$ cat config.mk
export PLATFORM = sky130hd
export DESIGN_NAME = cse3d_mul
export DESIGN_NICKNAME = d
export VERILOG_FILES = /design/src/hdl/cse3d_pkg.sv /design/src/hdl/cse3d_mul.sv
export SDC_FILE = /design/constraint.sdc
export NUM_CORES = 2
export LEC_CHECK = 0
export ABC_AREA = 1
export ABC_CLOCK_PERIOD_IN_PS = 29600
export BUFFER_PORTS_ARGS = -buffer_cell sky130_fd_sc_hd__buf_2
export CORE_UTILIZATION = 70
export CTS_BUF_LIST = sky130_fd_sc_hd__clkbuf_8
export DETAILED_ROUTE_END_ITERATION = 7
export GPL_ROUTABILITY_DRIVEN = 0
export GPL_TIMING_DRIVEN = 1
export PLACE_DENSITY = 0.88
export SLEW_MARGIN = 20
export SYNTH_ARGS = -nofsm -noshare
export SYNTH_HDL_FRONTEND = slang
export SYNTH_SLANG_ARGS = --single-unit
$ cat constraint.sdc
create_clock -name clk -period 29.6 [get_ports clk]
set_input_delay 8.88 -clock clk [delete_from_list [all_inputs] [get_ports clk]]
set_output_delay 8.88 -clock clk [all_outputs]
set_load 0.01 [all_outputs]
$ cat src/hdl/cse3d_pkg.sv
// ----------------------------------------------------------------------------
// cse3d_pkg
// Shared widths, fixed-point constants and command codes for the 3-D
// Chebyshev series evaluator.
// ----------------------------------------------------------------------------
`default_nettype none

package cse3d_pkg;

    localparam int CFG_W     = 4;
    localparam int INDEX_W   = 9;
    localparam int COEF_W    = 32;
    localparam int COORD_W   = 16;
    localparam int OUT_W     = 42;

    // Q2.24 Chebyshev terms
    localparam int FRAC_W    = 24;
    localparam int T_W       = 26;

    // shared multiplier operands and product
    localparam int MUL_A_W   = 32;
    localparam int MUL_B_W   = 29;
    localparam int PROD_W    = MUL_A_W + MUL_B_W;

    // recurrence: 2*x*T in Q.24 is (x15*T) >> 14
    localparam int REC_SHIFT = COORD_W - 2;
    localparam int REC_P_W   = 28;

    localparam int PXY_W     = 28;
    localparam int PXYZ_W    = MUL_B_W;
    localparam int TERM_W    = PROD_W - FRAC_W;

    localparam logic signed [T_W-1:0] ONE_Q24 = T_W'(1) <<< FRAC_W;

    localparam logic CMD_WRITE = 1'b0;
    localparam logic CMD_EVAL  = 1'b1;

endpackage

`default_nettype wire

$ cat src/hdl/cse3d_mul.sv
// ----------------------------------------------------------------------------
// cse3d_mul
// Shared signed multiplier with registered product.
// ----------------------------------------------------------------------------
`default_nettype none

module cse3d_mul (
    input  logic                                   clk,
    input  logic                                   en,
    input  logic signed [cse3d_pkg::MUL_A_W-1:0]   op_a,
    input  logic signed [cse3d_pkg::MUL_B_W-1:0]   op_b,
    output logic signed [cse3d_pkg::PROD_W-1:0]    prod
);

    import cse3d_pkg::*;

    logic signed [PROD_W-1:0] prod_reg;

    always_ff @(posedge clk)
    begin
        if (en)
        begin
            prod_reg <= op_a * op_b;
        end
    end

    assign prod = prod_reg;

endmodule

`default_nettype wire

== Yosys cells after proc, flatten, opt, wreduce, memory -nomap -nowiden ==
Cells that the tools add are included.

* Register bits after elaboration: 61
* Bits of input ports: 63
* Word-level logic and storage cells: 2

* $mul: 1

{| class="wikitable"
|+ Operator list
! cell !! number
|-
| $mul A32 B29 Y61 || 1
|}

== Depth between registers and ports, before layout ==
* Depth after elaboration: 1
* Depth in mapped cells: 31
* Depth with buffers taken out: 30

== Worst setup path before layout ==
Ideal clock, no wire load.

* Path kind: input -> register
* Start: input port op_a[31] in the netlist's numbering
* End: register prod_reg[60], in the netlist prod[60], data pin
* Library setup time: 253 ps
* Data arrival time: 15479 ps
* Data required time: 29347 ps
* Slack: 13868 ps
* Cell stages on the path: 24
* Buffers on the path: 2
* Cells stage by stage: clkbuf_1 -> buf_1 -> nand2_1 -> fa_1 -> fa_1 -> inv_1 -> fa_1 -> inv_1 -> fa_1 -> fa_1 -> inv_1 -> fa_1 -> inv_1 -> fa_1 -> fa_1 -> inv_1 -> ha_1 -> nand2_1 -> nor2_1 -> nand2_1 -> nor4_2 -> a21oi_1 -> nand2_1 -> nand2_1

* Word-level cells in the longest chain between the ends: 1

{| class="wikitable"
|+ Ends and longest elaborated chain
! what !! RTL line !! source
|-
| from (decl) || cse3d_mul.sv:10 || <nowiki>input logic signed [cse3d_pkg::MUL_A_W-1:0] op_a,</nowiki>
|-
| $mul A32 B29 Y61 || cse3d_mul.sv:23 || <nowiki>prod_reg <= op_a * op_b;</nowiki>
|-
| to (signal assigned) || cse3d_mul.sv:23 ||
|-
| to (decl) || cse3d_mul.sv:17 || <nowiki>logic signed [PROD_W-1:0] prod_reg;</nowiki>
|}

No other way between the ends.
A chain may end at the register's enable or synchronous reset.

== Worst setup path in the final report ==
* Start: input port op_b[5] in the netlist's numbering
* End: register prod_reg[60], in the netlist prod[60], data pin

* Word-level cells in the longest chain between the ends: 1

{| class="wikitable"
|+ Ends and longest elaborated chain
! what !! RTL line !! source
|-
| from (decl) || cse3d_mul.sv:11 || <nowiki>input logic signed [cse3d_pkg::MUL_B_W-1:0] op_b,</nowiki>
|-
| $mul A32 B29 Y61 || cse3d_mul.sv:23 ||
|}

No other way between the ends.

==> flow_summary.toml <==
[route]
vias = 30600
vias_per_cell = 5.57
antenna_left = 0
drcViolationCount = 1
drt_iter0_markers = 3023
wl_per_cell_um = 18.5
wl_um = 102000
firstDrtPassIters = 8

[placement]
port_buffers = 123
dp_hpwl_um = 81900

[setup_path]
crit_path_end_kind = "flip-flop"
arrival_ns = 16.46
cp-startpoint = "op_b[5]"
path_depth = 23
cp_cell_sequence = "buf_2 -> nand2_1 -> fa_1 -> fa_1 -> inv_1 -> fa_1 -> inv_1 -> fa_1 -> fa_1 -> inv_1 -> fa_1 -> inv_1 -> fa_1 -> fa_1 -> inv_1 -> ha_1 -> nand2_1 -> nor2_1 -> nand2_1 -> nor4_2 -> a21oi_1 -> nand2_1 -> nand2_1"
critPathMaxStageDelay_ns = 0.90
crit_type = "input pin to flip-flop"
crit_top_cell = "fa_1"
critPathCapture = "prod[60]$_DFFE_PP_"
cp_max_fo = 32
path_delay_family = "adder cells"
slowest_stage = "fa_1"
crit_required_ns = 29.72
worst_setup_path_start_kind = "input pin"
critPathBufInv = 6

[clock_tree]
post_cts_buffers = 0
post_cts_resize_count = 0
hold_buffers = 0
clk_pin_slew_ns = 0.08
clock_sinks = 61
cts_root_buf = "clkbuf_8"
cts_max_path_buffers = 2
htree_levels = 3
cts_made_buffers = 9
cts_tree = "done"

[timing]
rsz0062_at_grt = "no"
fin_crit_sh = 0.552
fin_hold_ws_ns = 9.17
tightestPinTransition_ns = 1.10
min_period_ns = 16.33
finalSetupViolCount = 0
slew_headroom = 0.266
hold_viol_final = 0
fin_tns_setup_ns = 0
drv_slew = 0
max_freq_mhz = 61.2

[layout]
final-seq-area_um2 = 1830
drive_above_1_share = 0.0439
multi_input_area_um2 = 29200
fin_nets = 6018
largest_reg_flops = 61
post-route-util = 0.728
nFillCells = 3815
syn2layout_area_growth_pct = 2.88

[die]
core_area_um2 = 53700
ioPinCount = 124
num_rows = 85
initial_core_util = 0.708
die_h_um = 235
die_area_um2 = 55200
chipWidth_um = 235

[synth]
ys_warn_count = 0
yosysTopAreaCell = "fa_1"
ys_seq_area_frac = 0.0482
synth_edf_count = 61
yosysMostFrequentCell = "inv_1"
synthArstFlopShare = 0
synth_flop_cell = "edfxtp_1"
syn_nets = 6057
synth_area_um2 = 38000
synth.distinct_cells = 38
synth.area.top_cells = "fa_1, inv_1, nand2_1"
postSynthAreaPerCell_um2 = 7.86
synth_top_area_frac = 0.517
ys_ff_latch = 61
synthesis.instances = 4836
synthTopCellsByCount = "inv_1, nand2_1, fa_1"

[flow_run]
drv_cap = 0

[hold_path]
hold_path.class = "input pin to flip-flop"
hold_depth = 4

[grt]
grt_usage = 0.393
antenna_found_initial = 4
overflow = 0
grt_pass1_vias = 34500
grt_pass1_wl_um = 169000
grt_max_degree = 62

[outcome]
violations = "DRC"
outcome = "finished with violations"
==> layout by cell type, fill, tap and decap left out, types with 17 or more instances in the layout <==
cell type and count:
nor2_1 121, edfxtp_1 61, fa_1 981, inv_1 1684
nand3_1 66, xor2_1 34, a21oi_1 62, buf_2 123
nor2_2 17, ha_1 176, nand2_1 1337
==> per-layer routing <==
metal,routed length (µm),global-route usage
met1,32600,0.448
met2,49300,0.660
met3,12000,0.0995
met4,7770,0.259
met5,46,0
==> worst min-delay path by stage <==
stage                        from                 to  slack (ns)
2_1_floorplan                  en  prod[0]$_DFFE_PP_        8.99
3_3_place_gp   prod[14]$_DFFE_PP_           prod[14]        9.29
3_5_place_dp   prod[14]$_DFFE_PP_           prod[14]        9.29
4_1_cts                   op_a[0]  prod[0]$_DFFE_PP_        9.14
5_1_grt                   op_a[0]  prod[0]$_DFFE_PP_        9.19
6_report                  op_a[0]  prod[0]$_DFFE_PP_        9.17
==> stage by stage <==
| stage | worst slack [ns] | area (µm²) | cells |
|---|---|---|---|
| global placement | 13.10 | 38900 | 5482 |
| global route | 12.92 | 39100 | 5499 |
| CTS | 13.38 | 39100 | 5498 |
| detailed placement | 12.99 | 38900 | 5482 |
| floorplan | 13.87 | 38000 | 4836 |
| finish | 13.27 | 39100 | 5499 |
==> final cells by class <==
cell class                      instances  area share
Antenna cell                            1   0.0000640
Clock buffer                            9     0.00317
Clock inverter                          7     0.00230
Inverter                             1687       0.162
Multi-Input combinational cell       2905       0.746
Sequential cell                        61      0.0469
Tap cell                              696      0.0223
Timing Repair Buffer                  133      0.0177
==> tightest hold or removal path: stages <==
cell and delay (ns):
buf_2 0.09, buf_4 0.25, nand2_1 0.10, inv_1 0.04
==> cells by family (layout without fill, tap and decap cells) <==
family                   count (synthesis)  in the layout  share of synthesized area
AO/OA/AOI/OAI                          102            102                     0.0151
XOR/XNOR                                42             42                    0.00968
adder cells (fa/ha/maj)               1158           1158                      0.575
buffers and inverters                 1870           1836                      0.185
flip-flops                              61             61                     0.0482
other                                    0              1                          0
AND/OR/NAND/NOR                       1603           1603                      0.167
Power is left out: the tool's default activity adds up to more than one toggle a clock period on the data nets, which glitch-free logic cannot reach.
